$ cat config.mk
export PLATFORM = sky130hd
export DESIGN_NAME = sfl_sweep
export DESIGN_NICKNAME = d
export VERILOG_FILES = /design/src/design/sfl_pkg.sv /design/src/design/sfl_sweep.sv
export SDC_FILE = /design/constraint.sdc
export NUM_CORES = 1
export LEC_CHECK = 0
export BUFFER_PORTS_ARGS = -buffer_cell sky130_fd_sc_hd__buf_2
export CAP_MARGIN = 5
export CORE_MARGIN = 2
export CORE_UTILIZATION = 47
export DETAILED_ROUTE_END_ITERATION = 8
export PLACE_DENSITY_LB_ADDON = 0.15
export SLEW_MARGIN = 20
export SYNTH_ARGS = -nofsm -noshare
export SYNTH_HDL_FRONTEND = slang
export SYNTH_SLANG_ARGS = --single-unit
export TNS_END_PERCENT = 30
$ cat constraint.sdc
create_clock -name clk -period 4.5 [get_ports clk]
set_clock_uncertainty 0.2 [all_clocks]
set_input_delay 0.225 -clock clk [delete_from_list [all_inputs] [get_ports clk]]
set_output_delay 0.225 -clock clk [all_outputs]
set_load 0.03 [all_outputs]
$ cat src/design/sfl_pkg.sv
// shared types and constants of the stereo flanger
// used by sfl_sweep, sfl_lane and stereo_flanger_unit; depends on nothing
`default_nettype none

package sfl_pkg;

  localparam int SAMPLE_WIDTH  = 16;
  localparam int DELAY_DEPTH   = 1024;
  localparam int COUNTER_WIDTH = 20;

  localparam int ADDR_W     = $clog2(DELAY_DEPTH);
  localparam int HALF_DEPTH = DELAY_DEPTH / 2;
  localparam int BIT_W      = $clog2(COUNTER_WIDTH);

  // q16 gains
  localparam int Q_FRAC = 16;
  localparam int GAIN_W = Q_FRAC + 1;
  localparam logic [GAIN_W-1:0] Q16_ONE = GAIN_W'(1 << Q_FRAC);
  localparam int PROD_W = SAMPLE_WIDTH + GAIN_W + 1;

  // configuration
  localparam int CFG_INDEX_W = 2;
  localparam int CFG_DATA_W  = COUNTER_WIDTH;
  localparam logic [CFG_INDEX_W-1:0] CFG_PERIOD   = 2'd0;
  localparam logic [CFG_INDEX_W-1:0] CFG_INTERVAL = 2'd1;
  localparam logic [CFG_INDEX_W-1:0] CFG_WET_GAIN = 2'd2;

  localparam logic [COUNTER_WIDTH-1:0] PERIOD_RESET   = COUNTER_WIDTH'(44100);
  localparam logic [COUNTER_WIDTH-1:0] INTERVAL_RESET = COUNTER_WIDTH'(100);
  localparam logic [GAIN_W-1:0]        WET_RESET      = GAIN_W'(32768);

  // output queue
  localparam int OUT_DEPTH = 8;
  localparam int OUT_AW    = $clog2(OUT_DEPTH);

  typedef struct packed {
    logic signed [SAMPLE_WIDTH-1:0] left_sample;
    logic signed [SAMPLE_WIDTH-1:0] right_sample;
  } sample_t;

  typedef struct packed {
    logic signed [SAMPLE_WIDTH-1:0] left_out;
    logic signed [SAMPLE_WIDTH-1:0] right_out;
  } mix_t;

  // delay line addressing handed from the sweep to both lanes
  typedef struct packed {
    logic [ADDR_W-1:0] wr_ptr;
    logic [ADDR_W-1:0] centre_idx;
    logic [ADDR_W-1:0] wet_idx;
    logic              centre_ok;
    logic              wet_ok;
  } tap_addr_t;

endpackage

`default_nettype wire

$ cat src/design/sfl_sweep.sv
// triangle sweep of the wet tap offset, write pointer and tap addressing
// depends on sfl_pkg
`default_nettype none

module sfl_sweep (
  input  wire logic                                clk,
  input  wire logic                                rst,
  input  wire logic                                advance,
  input  wire logic                                recalc,
  input  wire logic [sfl_pkg::COUNTER_WIDTH-1:0]   period,
  input  wire logic [sfl_pkg::COUNTER_WIDTH-1:0]   interval,
  output sfl_pkg::tap_addr_t                       taps,
  output logic                                     busy
);

  localparam int AW = sfl_pkg::ADDR_W;
  localparam int CW = sfl_pkg::COUNTER_WIDTH;
  localparam logic [AW-1:0] HALF       = AW'(sfl_pkg::HALF_DEPTH);
  localparam logic [AW-1:0] OFFSET_MAX = AW'(sfl_pkg::HALF_DEPTH - 1);
  localparam logic [AW-1:0] OFFSET_MIN = AW'(sfl_pkg::HALF_DEPTH);
  localparam logic [AW-1:0] PTR_LAST   = AW'(sfl_pkg::DELAY_DEPTH - 1);

  typedef enum logic [1:0] {
    PH_HALF_RISE = 2'd0,
    PH_RISE      = 2'd1,
    PH_FALL      = 2'd2
  } phase_t;

  typedef enum logic {
    ST_RUN,
    ST_CALC
  } state_t;

  state_t                         state;
  phase_t                         phase;
  logic [AW-1:0]                  wr_ptr;
  logic                           full;
  logic [AW-1:0]                  tap_offset;
  logic [CW-1:0]                  sweep_count;
  logic [CW-1:0]                  rem_step;
  logic [CW-1:0]                  rem_limit;
  logic [sfl_pkg::BIT_W-1:0]      bit_idx;

  logic [CW-1:0] interval_eff;
  logic [CW-1:0] limit_raw;
  logic [CW-1:0] limit_eff;
  logic [CW-1:0] count_inc;
  logic          wrapped;
  logic          step_hit;
  logic          limit_hit;
  logic          rising;
  logic [CW:0]   trial_step;
  logic [CW:0]   trial_limit;
  logic [CW-1:0] calc_step;
  logic [CW-1:0] calc_limit;
  logic [AW-1:0] centre_idx;
  logic [AW-1:0] wet_idx;

  // zero divisors act as one
  assign interval_eff = (interval == '0) ? CW'(1) : interval;
  assign limit_raw    = (phase == PH_HALF_RISE) ? (period >> 1) : period;
  assign limit_eff    = (limit_raw == '0) ? CW'(1) : limit_raw;

  // rem_* track sweep_count modulo each divisor
  assign count_inc = sweep_count + CW'(1);
  assign wrapped   = (count_inc == '0);
  assign step_hit  = wrapped || (({1'b0, rem_step} + (CW+1)'(1)) == {1'b0, interval_eff});
  assign limit_hit = wrapped || (({1'b0, rem_limit} + (CW+1)'(1)) == {1'b0, limit_eff});
  assign rising    = (phase == PH_HALF_RISE) || (phase == PH_RISE);

  // one restoring remainder step per cycle after a divisor change
  assign trial_step  = {rem_step, sweep_count[bit_idx]};
  assign trial_limit = {rem_limit, sweep_count[bit_idx]};
  assign calc_step   = (trial_step >= {1'b0, interval_eff}) ?
                       CW'(trial_step - {1'b0, interval_eff}) : CW'(trial_step);
  assign calc_limit  = (trial_limit >= {1'b0, limit_eff}) ?
                       CW'(trial_limit - {1'b0, limit_eff}) : CW'(trial_limit);

  // entries not yet written since reset read as zero
  assign centre_idx = wr_ptr - HALF;
  assign wet_idx    = centre_idx + tap_offset;

  assign taps.wr_ptr     = wr_ptr;
  assign taps.centre_idx = centre_idx;
  assign taps.wet_idx    = wet_idx;
  assign taps.centre_ok  = full || (centre_idx < wr_ptr);
  assign taps.wet_ok     = full || (wet_idx < wr_ptr);
  assign busy            = (state == ST_CALC);

  always_ff @(posedge clk) begin
    if (rst) begin
      state       <= ST_RUN;
      phase       <= PH_HALF_RISE;
      wr_ptr      <= '0;
      full        <= 1'b0;
      tap_offset  <= '0;
      sweep_count <= '0;
      rem_step    <= '0;
      rem_limit   <= '0;
      bit_idx     <= '0;
    end else if (recalc) begin
      state     <= ST_CALC;
      bit_idx   <= sfl_pkg::BIT_W'(CW - 1);
      rem_step  <= '0;
      rem_limit <= '0;
    end else begin
      unique case (state)
        ST_CALC: begin
          rem_step  <= calc_step;
          rem_limit <= calc_limit;
          if (bit_idx == '0) begin
            state <= ST_RUN;
          end else begin
            bit_idx <= bit_idx - sfl_pkg::BIT_W'(1);
          end
        end
        ST_RUN: begin
          if (advance) begin
            wr_ptr <= wr_ptr + AW'(1);
            if (wr_ptr == PTR_LAST) begin
              full <= 1'b1;
            end
            if (step_hit) begin
              if (rising) begin
                if (tap_offset != OFFSET_MAX) begin
                  tap_offset <= tap_offset + AW'(1);
                end
              end else if (tap_offset != OFFSET_MIN) begin
                tap_offset <= tap_offset - AW'(1);
              end
            end
            if (limit_hit) begin
              sweep_count <= '0;
              rem_step    <= '0;
              rem_limit   <= '0;
              unique case (phase) inside
                PH_HALF_RISE, PH_RISE: phase <= PH_FALL;
                default:               phase <= PH_RISE;
              endcase
            end else begin
              sweep_count <= count_inc;
              rem_step    <= step_hit ? '0 : rem_step + CW'(1);
              rem_limit   <= rem_limit + CW'(1);
            end
          end
        end
        default: state <= ST_RUN;
      endcase
    end
  end

endmodule

`default_nettype wire

==> metrics.md, run 1 <==
| Metric | Value |
|---|---|
| Global route overflow | `0` |
| Antenna violations before repair | `0` |
| Number of violations of the max-capacitance limit | `0` |
| WL met1 | `~14 mm` |
| Area of the core | `between 20000 and 25000 sq um` |
| Die height | `between 150 and 200 um` |
| Number of fill cells in the layout | `2032` |
| TritonRoute pass-1 iters | `5` |
| Worst reg2reg endpoint | `rem_limit[7]$_SDFFE_PP0P_` |
| Max FO, Critical Path | `5` |
| Total power after layout | `between 2 and 2.5 mW` |
| Worst slew margin | `0.414` |
| Cell Rows | `53` |
| FF-to-FF Start | `bit_idx[0]$_SDFFE_PP0P_` |
| Final cycle utilization of the critical path | `0.976` |
| Area added between synthesis and finish | `13.4%` |
| Ys async rst share | `0` |
| Slowest cell on the critical path | `sky130_fd_sc_hd__mux4_2` |
| Post-Syn Instances | `around 1300` |
| Tightest hold margin | `roughly 0.043 ns` |
| Final cell count without fillers | `between 1500 and 2000` |
| Antenna Diode Count | `0` |
| Post-synthesis register bit count | `slightly below 90` |
| Horizontal extent of the die | `150 um` |
| Commonest cells post-synth | `sky130_fd_sc_hd__nor2_1, sky130_fd_sc_hd__xnor2_1, sky130_fd_sc_hd__dfxtp_1` |
| Dominant synthesized flop cell | `sky130_fd_sc_hd__dfxtp_1` |
| GRT Total Usage | `0.272` |
| Clock tree from TritonCTS | `done` |
| Most instantiated library cell after synthesis | `sky130_fd_sc_hd__nor2_1` |
| Largest area contributor in the netlist | `sky130_fd_sc_hd__dfxtp_1` |
| Total leakage power | `about 4.8 nW` |
| CP required | `around 4.6 ns` |
| Met2 Routed Length | `between 10 and 15 mm` |
| Post-Syn Nets | `~1500` |
| Overall die area | `22600 sq um` |
| Arrival time at the worst endpoint | `between 4 and 5 ns` |
| Pwr per Cell Area | `approximately 180 nW/um^2` |
| Post-CTS clock slew at the launch and capture registers of the worst setup and hold paths | `0.07 ns` |
| Setup-violating endpoint count in the final report | `0` |
| Fraction of post-synthesis cell area in the top cell type by area | `0.177` |
| Critical path endpoint category | `flop` |
| DRT iter0 DRCs | `about 850` |
| Final weighted congestion in routability-driven placement | `0.940` |
| Total CTS buffers | `9` |
| Mapped cell area | `approximately 10000 sq um` |
| Number of global-route vias before repair | `about 9400` |
| Number of failing hold endpoints at the final stage | `0` |
| Wire length of the first global-routing pass | `around 50 mm` |
| Launch point of the worst path | `bit_idx[0]$_SDFFE_PP0P_` |
| Count of different cell masters after synthesis | `90` |
| Fraction of final layout cells sized beyond drive strength 1 | `0.162` |
| Via Count | `10500` |
| Peak supply drop | `around 0.19 mV` |
| Final routed wire length divided by cell count | `18.3 um` |
| Number of cell instances on the worst register-to-register path | `19` |
| Max Clock Freq | `between 200 and 250 MHz` |
| Vias per cell | `roughly 6.2` |
| Setup slack of the most critical reg-to-reg path | `0.11 ns` |
| Storage cell area | `between 1500 and 2000 sq um` |
| Proportion of synthesized chip area in sequential cells | `0.177` |
| Type of the most critical hold path | `in2reg` |
| Max-slew violation count | `0` |
| DR DRC count | `0` |
| Synth Area per Inst | `~7.5 sq um` |
| Count of flip-flops with a built-in enable after synthesis | `0` |
| ANT nets after route | `0` |
| Worst setup path category | `reg2reg` |
| Starting density of the core | `0.479` |
| Multi-input gate area in the final layout | `slightly below 8000 sq um` |
| Shortest clock period the worst path allows after layout | `between 4 and 5 ns` |
| Post-Route Utilization | `0.543` |
| Number of levels the H-tree was split into | `3` |
| Clock latency on the worst-skew pair | `between 0.3 and 0.4 ns` |
| Buffer levels on the longest clock path | `2` |
| Cell-by-cell trace of the critical path | `mux4_2 > mux4_2 > nor2b_4 > a31oi_1 > buf_4 > ha_4 > buf_4 > nor2b_1 > o31ai_1 > a21oi_1 > o21a_2 > o31ai_4 > o21ai_2 > a221oi_4 > buf_6 > buf_6 > mux2_4 > a32oi_1 > nand2_1` |
| Worst-margin pin slew | `about 0.9 ns` |
| Biggest area contributors in the synthesized netlist | `sky130_fd_sc_hd__dfxtp_1, sky130_fd_sc_hd__ha_1, sky130_fd_sc_hd__xnor2_1` |
| Synth warnings | `0` |
| HPWL after detailed placement | `around 23 mm` |
| Final nets | `1535` |
| Worst stage delay on the critical path | `slightly above 0.5 ns` |
| Capturing instance or port of the critical path | `rem_limit[7]$_SDFFE_PP0P_` |
| Port Buffer Count | `between 70 and 80` |
| Total wirelength of the detailed-routed design | `between 30 and 40 mm` |
| Startpoint types | `flop` |
| Buffer cell driving the clock tree root | `sky130_fd_sc_hd__clkbuf_16` |
| Number of top-level pins | `77` |
| Sink count of the clock tree | `89` |
| Largest net degree at the start of global routing | `57` |
| Top Metal Used | `met4` |
| Placed Cells | `about 1700` |
| Routed length on met3 | `1.96 mm` |
| Result of the run | `completed` |
## power breakdown
part           internal, mW  leakage, nW  switching (mW)
Combinational         0.167         3.90           0.251
Sequential            0.798        0.720          0.0232
Clock                 0.443        0.151           0.381
Total                  1.41         4.77           0.655
## final cells by class
class                      instances  share of cell area
timing repair buffer             155              0.0884
tap                              275              0.0301
inverter                          68              0.0223
multi-input combinational       1091               0.675
clock inverter                     7             0.00767
clock buffer                       9              0.0197
sequential                        89               0.156
## worst min path at each step
stage                              start                        end  slack [ns]  depth (start not counted)
2_1_floorplan                     recalc    bit_idx[0]$_SDFFE_PP0P_        0.21                          2
3_3_place_gp   rem_limit[7]$_SDFFE_PP0P_  rem_limit[7]$_SDFFE_PP0P_        0.28                          2
3_5_place_dp           full$_SDFFE_PP0P_          full$_SDFFE_PP0P_        0.29                          2
4_1_cts                           recalc            busy$_SDFF_PP0_        0.03                          3
5_1_grt                           recalc            busy$_SDFF_PP0_        0.06                          3
6_report                          recalc            busy$_SDFF_PP0_        0.04                          3
## per-stage QoR
step / cell area, sq um / TNS (ns) / worst slack, ns
final: 11400 / 0 / 0.109
after global routing: 11400 / -0.189 / -0.0523
after CTS: 11300 / 0 / 0.0330
after detailed placement: 11000 / -1.01 / -0.191
after global placement: 11000 / -0.545 / -0.169
after floorplan: 10100 / -0.0126 / -0.0126
## kinds of logic after synthesis
logic type	count (synthesis)	synth area share
adder cells (fa/ha/maj)	78	0.0997
XOR/XNOR	112	0.0974
AO/OA/AOI/OAI	378	0.247
buffers and inverters	160	0.0701
flip-flops	89	0.177
AND/OR/NAND/NOR	481	0.259
multiplexers	42	0.0500
## timing repair
item                                    in CTS  in global routing
gates resized for setup                      8                 19
hold buffers                                 0                  0
endpoints found under the setup margin      10                 16
pin swaps                                    1                 15
setup buffers                                0                  4
## registers in the layout (all words and copies together) (netlist names)
register,count
rem_limit,20
bit_idx,5
sweep_count,20
full,1
rem_step,20
wr_ptr,10
tap_offset,10
phase,2
busy,1
## worst max-delay path: cells and delay by family (launching register included)
family / cells / cell delay (ns)
compound gates: 8 / 1.56
mux: 3 / 1.27
buf+inv: 4 / 0.50
flops: 1 / 0.39
simple gates: 3 / 0.25
fa+ha+maj: 1 / 0.12
## routing by layer
layer	vias to the layer above	track usage
met5	-	0
met4	0	0.0689
met3	45	0.0342
met2	401	0.447
met1	4882	0.378
li1	5135	-
## cells in the final DEF (no fill, tap or decap), types with 12 or more instances in the layout
master	n
sky130_fd_sc_hd__nand2b_1	13
sky130_fd_sc_hd__nand3_1	42
sky130_fd_sc_hd__buf_2	76
sky130_fd_sc_hd__xnor2_1	93
sky130_fd_sc_hd__dfxtp_1	87
sky130_fd_sc_hd__and3_1	28
sky130_fd_sc_hd__or3_1	13
sky130_fd_sc_hd__and4_1	12
sky130_fd_sc_hd__nand4_1	31
sky130_fd_sc_hd__xor2_1	19
sky130_fd_sc_hd__o21a_1	16
sky130_fd_sc_hd__ha_1	72
sky130_fd_sc_hd__mux2i_1	30
sky130_fd_sc_hd__inv_1	67
sky130_fd_sc_hd__nor4_1	29
sky130_fd_sc_hd__a21o_1	27
sky130_fd_sc_hd__nor3_1	38
sky130_fd_sc_hd__nand2_1	87
sky130_fd_sc_hd__a21oi_1	79
sky130_fd_sc_hd__o21ai_0	83
sky130_fd_sc_hd__a31oi_1	45
sky130_fd_sc_hd__buf_4	74
sky130_fd_sc_hd__nor2_1	101
No activity file was read; power rests on OpenSTA's default activity.
==> run 2: changes to the inputs <==
Settings changed: CELL_PAD_IN_SITES_DETAIL_PLACEMENT from default to 1, CELL_PAD_IN_SITES_GLOBAL_PLACEMENT from default to 2, CORE_UTILIZATION 47 to 33.
==> metrics.md, run 2 (synthesis results as in run 1) <==
| Metric | Value |
|---|---|
| Shortest clock period the worst path allows after layout | `around 4.5 ns` |
| Number of global-route vias before repair | `10700` |
| Type of the most critical hold path | `in2reg` |
| RSZ-0062 raised after global routing | `true` |
| Switching share of power | `0.323` |
| Worst-margin pin slew | `about 0.96 ns` |
| Max-slew violation count | `0` |
| Total wirelength of the detailed-routed design | `approximately 37 mm` |
| Slowest cell on the critical path | `sky130_fd_sc_hd__mux4_2` |
| Global route overflow | `0` |
| Antenna violations before repair | `0` |
| Final cycle utilization of the critical path | `0.993` |
| Number of failing hold endpoints at the final stage | `0` |
| Sink count of the clock tree | `89` |
| Hold depth | `3` |
| Largest registers | `rem_limit: 20 flops, rem_step: 20 flops, sweep_count: 20 flops` |
| Post-Route Utilization | `0.396` |
| Wire length of the first global-routing pass | `approximately 60 mm` |
| Critical path's top delay family | `compound AO/OA/AOI/OAI gates` |
| Pwr per Cell Area | `178 nW/um^2` |
| Worst setup path category | `reg2reg` |
| Count of buffering cells on the critical path with inverters included | `1` |
| Total power after layout | `approximately 2.1 mW` |
| DR DRC count | `0` |
| CP required | `approximately 4.6 ns` |
| Total CTS buffers | `9` |
| GRT Total Usage | `0.237` |
| Startpoint types | `flop` |
| Power share of the sequential group | `0.388` |
| Final routed wire length divided by cell count | `just over 20 um` |
| Power dissipated by switching net loads | `a little under 0.7 mW` |
| Worst stage delay on the critical path | `around 0.51 ns` |
| Peak supply drop | `0.179 mV` |
| Final nets | `around 1600` |
| Clock latency on the worst-skew pair | `about 0.36 ns` |
| Vias per cell | `5.73` |
| Die height | `approximately 180 um` |
| Number of top-level pins | `77` |
| Antenna Diode Count | `0` |
| HPWL after detailed placement | `28.8 mm` |
| Internal power of the cells | `1.43 mW` |
| DRT iter0 DRCs | `427` |
| Setup-violating endpoint count in the final report | `0` |
| Critical path endpoint category | `flop` |
| Max Clock Freq | `224 MHz` |
| Largest net degree at the start of global routing | `59` |
| Comb pwr share | `0.216` |
| Highest-count cells in the layout ignoring fill and taps | `sky130_fd_sc_hd__nor2_1, sky130_fd_sc_hd__buf_4, sky130_fd_sc_hd__xnor2_1` |
| ANT nets after route | `0` |
| Overall die area | `roughly 32000 sq um` |
| Buffer levels on the longest clock path | `2` |
| Fraction of final layout cells sized beyond drive strength 1 | `0.184` |
| Clk network pwr share | `0.396` |
| Number of violations of the max-capacitance limit | `0` |
| Area of the core | `between 20000 and 30000 sq um` |
| Arrival time at the worst endpoint | `about 4.5 ns` |
| Max FO, Critical Path | `5` |
| Number of levels the H-tree was split into | `3` |
| Starting density of the core | `0.337` |
| Horizontal extent of the die | `about 180 um` |
| Cell Rows | `between 60 and 70` |
| Clock tree from TritonCTS | `done` |
| Final weighted congestion in routability-driven placement | `approximately 0.88` |
| Count of hold-fix buffers inserted at cts | `0` |
| Tightest hold margin | `0.0310 ns` |
| Area added between synthesis and finish | `17.5%` |
| Post-CTS clock slew at the launch and capture registers of the worst setup and hold paths | `approximately 0.07 ns` |
| Cell-by-cell trace of the critical path | `mux4_2 > mux4_2 > nor2b_4 > a31oi_4 > ha_4 > inv_2 > fa_2 > a21oi_4 > o221ai_2 > o31a_1 > a2111oi_4 > nor2_2 > o41ai_2 > xnor2_1 > nand3b_1 > a31oi_1` |
| Worst slew margin | `0.362` |
| Buffer cell driving the clock tree root | `sky130_fd_sc_hd__clkbuf_16` |
| Via Count | `10500` |
| Total leakage power | `between 4 and 5 nW` |
| Result of the run | `completed` |
| Cell repeated most along the worst path | `sky130_fd_sc_hd__mux4_2` |
| TritonRoute pass-1 iters | `4` |
| Most common library cell in the layout ignoring fill and taps | `sky130_fd_sc_hd__nor2_1` |
| Number of cell instances on the worst register-to-register path | `16` |
| Instance count on the critical path | `16` |
| Port Buffer Count | `between 70 and 80` |
run 2: final timing paths:
check	start	to	slack, ns
worst max-delay path	bit_idx[0]$_SDFFE_PP0P_	rem_limit[18]$_SDFFE_PP0P_	0.03
worst min-delay path	recalc	busy$_SDFF_PP0_	0.03
worst max register to register	bit_idx[0]$_SDFFE_PP0P_	rem_limit[18]$_SDFFE_PP0P_	0.03
worst min register to register	full$_SDFFE_PP0P_	full$_SDFFE_PP0P_	0.31
run 2: timing repair:
item	in CTS	in global routing
gates resized for setup	15	29
pin swaps	13	18
setup buffers	5	5
setup endpoints to repair	30	38
gates cloned	0	0
run 2: cell type report:
cell class	instances	area (sq um)
Fill cell	3695	18000
Multi-Input combinational cell	1091	7780
Sequential cell	89	1790
Timing Repair Buffer	181	1220
Tap cell	390	488
Inverter	68	255
Clock buffer	10	239
Clock inverter	5	62.6
run 2: layer usage:
layer	global-route usage	share of wire	wire length, um	vias to the layer above
met5	0	0	0	-
met4	0.0403	0.011	410	0
met3	0.0250	0.023	862	24
met2	0.410	0.48	17700	112
met1	0.321	0.49	18100	5183
li1	-	-	-	5181
run 2: worst reg2reg max path, cell delays in order, from the launching register on:
cell and delay [ns]:
sky130_fd_sc_hd__dfxtp_4 0.40, sky130_fd_sc_hd__mux4_2 0.51, sky130_fd_sc_hd__mux4_2 0.49, sky130_fd_sc_hd__nor2b_4 0.15, sky130_fd_sc_hd__a31oi_4 0.20, sky130_fd_sc_hd__ha_4 0.17, sky130_fd_sc_hd__inv_2 0.04, sky130_fd_sc_hd__fa_2 0.38
sky130_fd_sc_hd__a21oi_4 0.16, sky130_fd_sc_hd__o221ai_2 0.13, sky130_fd_sc_hd__o31a_1 0.34, sky130_fd_sc_hd__a2111oi_4 0.40, sky130_fd_sc_hd__nor2_2 0.09, sky130_fd_sc_hd__o41ai_2 0.31, sky130_fd_sc_hd__xnor2_1 0.15, sky130_fd_sc_hd__nand3b_1 0.08
sky130_fd_sc_hd__a31oi_1 0.18
run 2: per-stage QoR:
stage	instances	setup TNS [ns]	worst slack, ns	cell area (sq um)
2_1_floorplan	1340	-0.0126	-0.0126	10100
3_3_place_gp	1810	-1.04	-0.179	11300
3_5_place_dp	1810	-4.44	-0.407	11300
4_1_cts	1830	0	0.00275	11700
5_1_grt	1834	-1.04	-0.193	11800
6_report	1834	0	0.0323	11800
run 2: power by group through the flow:
stage | Clock, mW | Sequential (mW) | Combinational, mW
final | 0.834 | 0.818 | 0.456
after detailed placement | 0 | 0.835 | 0.436
after CTS | 0.858 | 0.817 | 0.445
after floorplan | 0 | 0.828 | 0.277
after global placement | 0 | 0.834 | 0.431
after global routing | 0.882 | 0.820 | 0.500
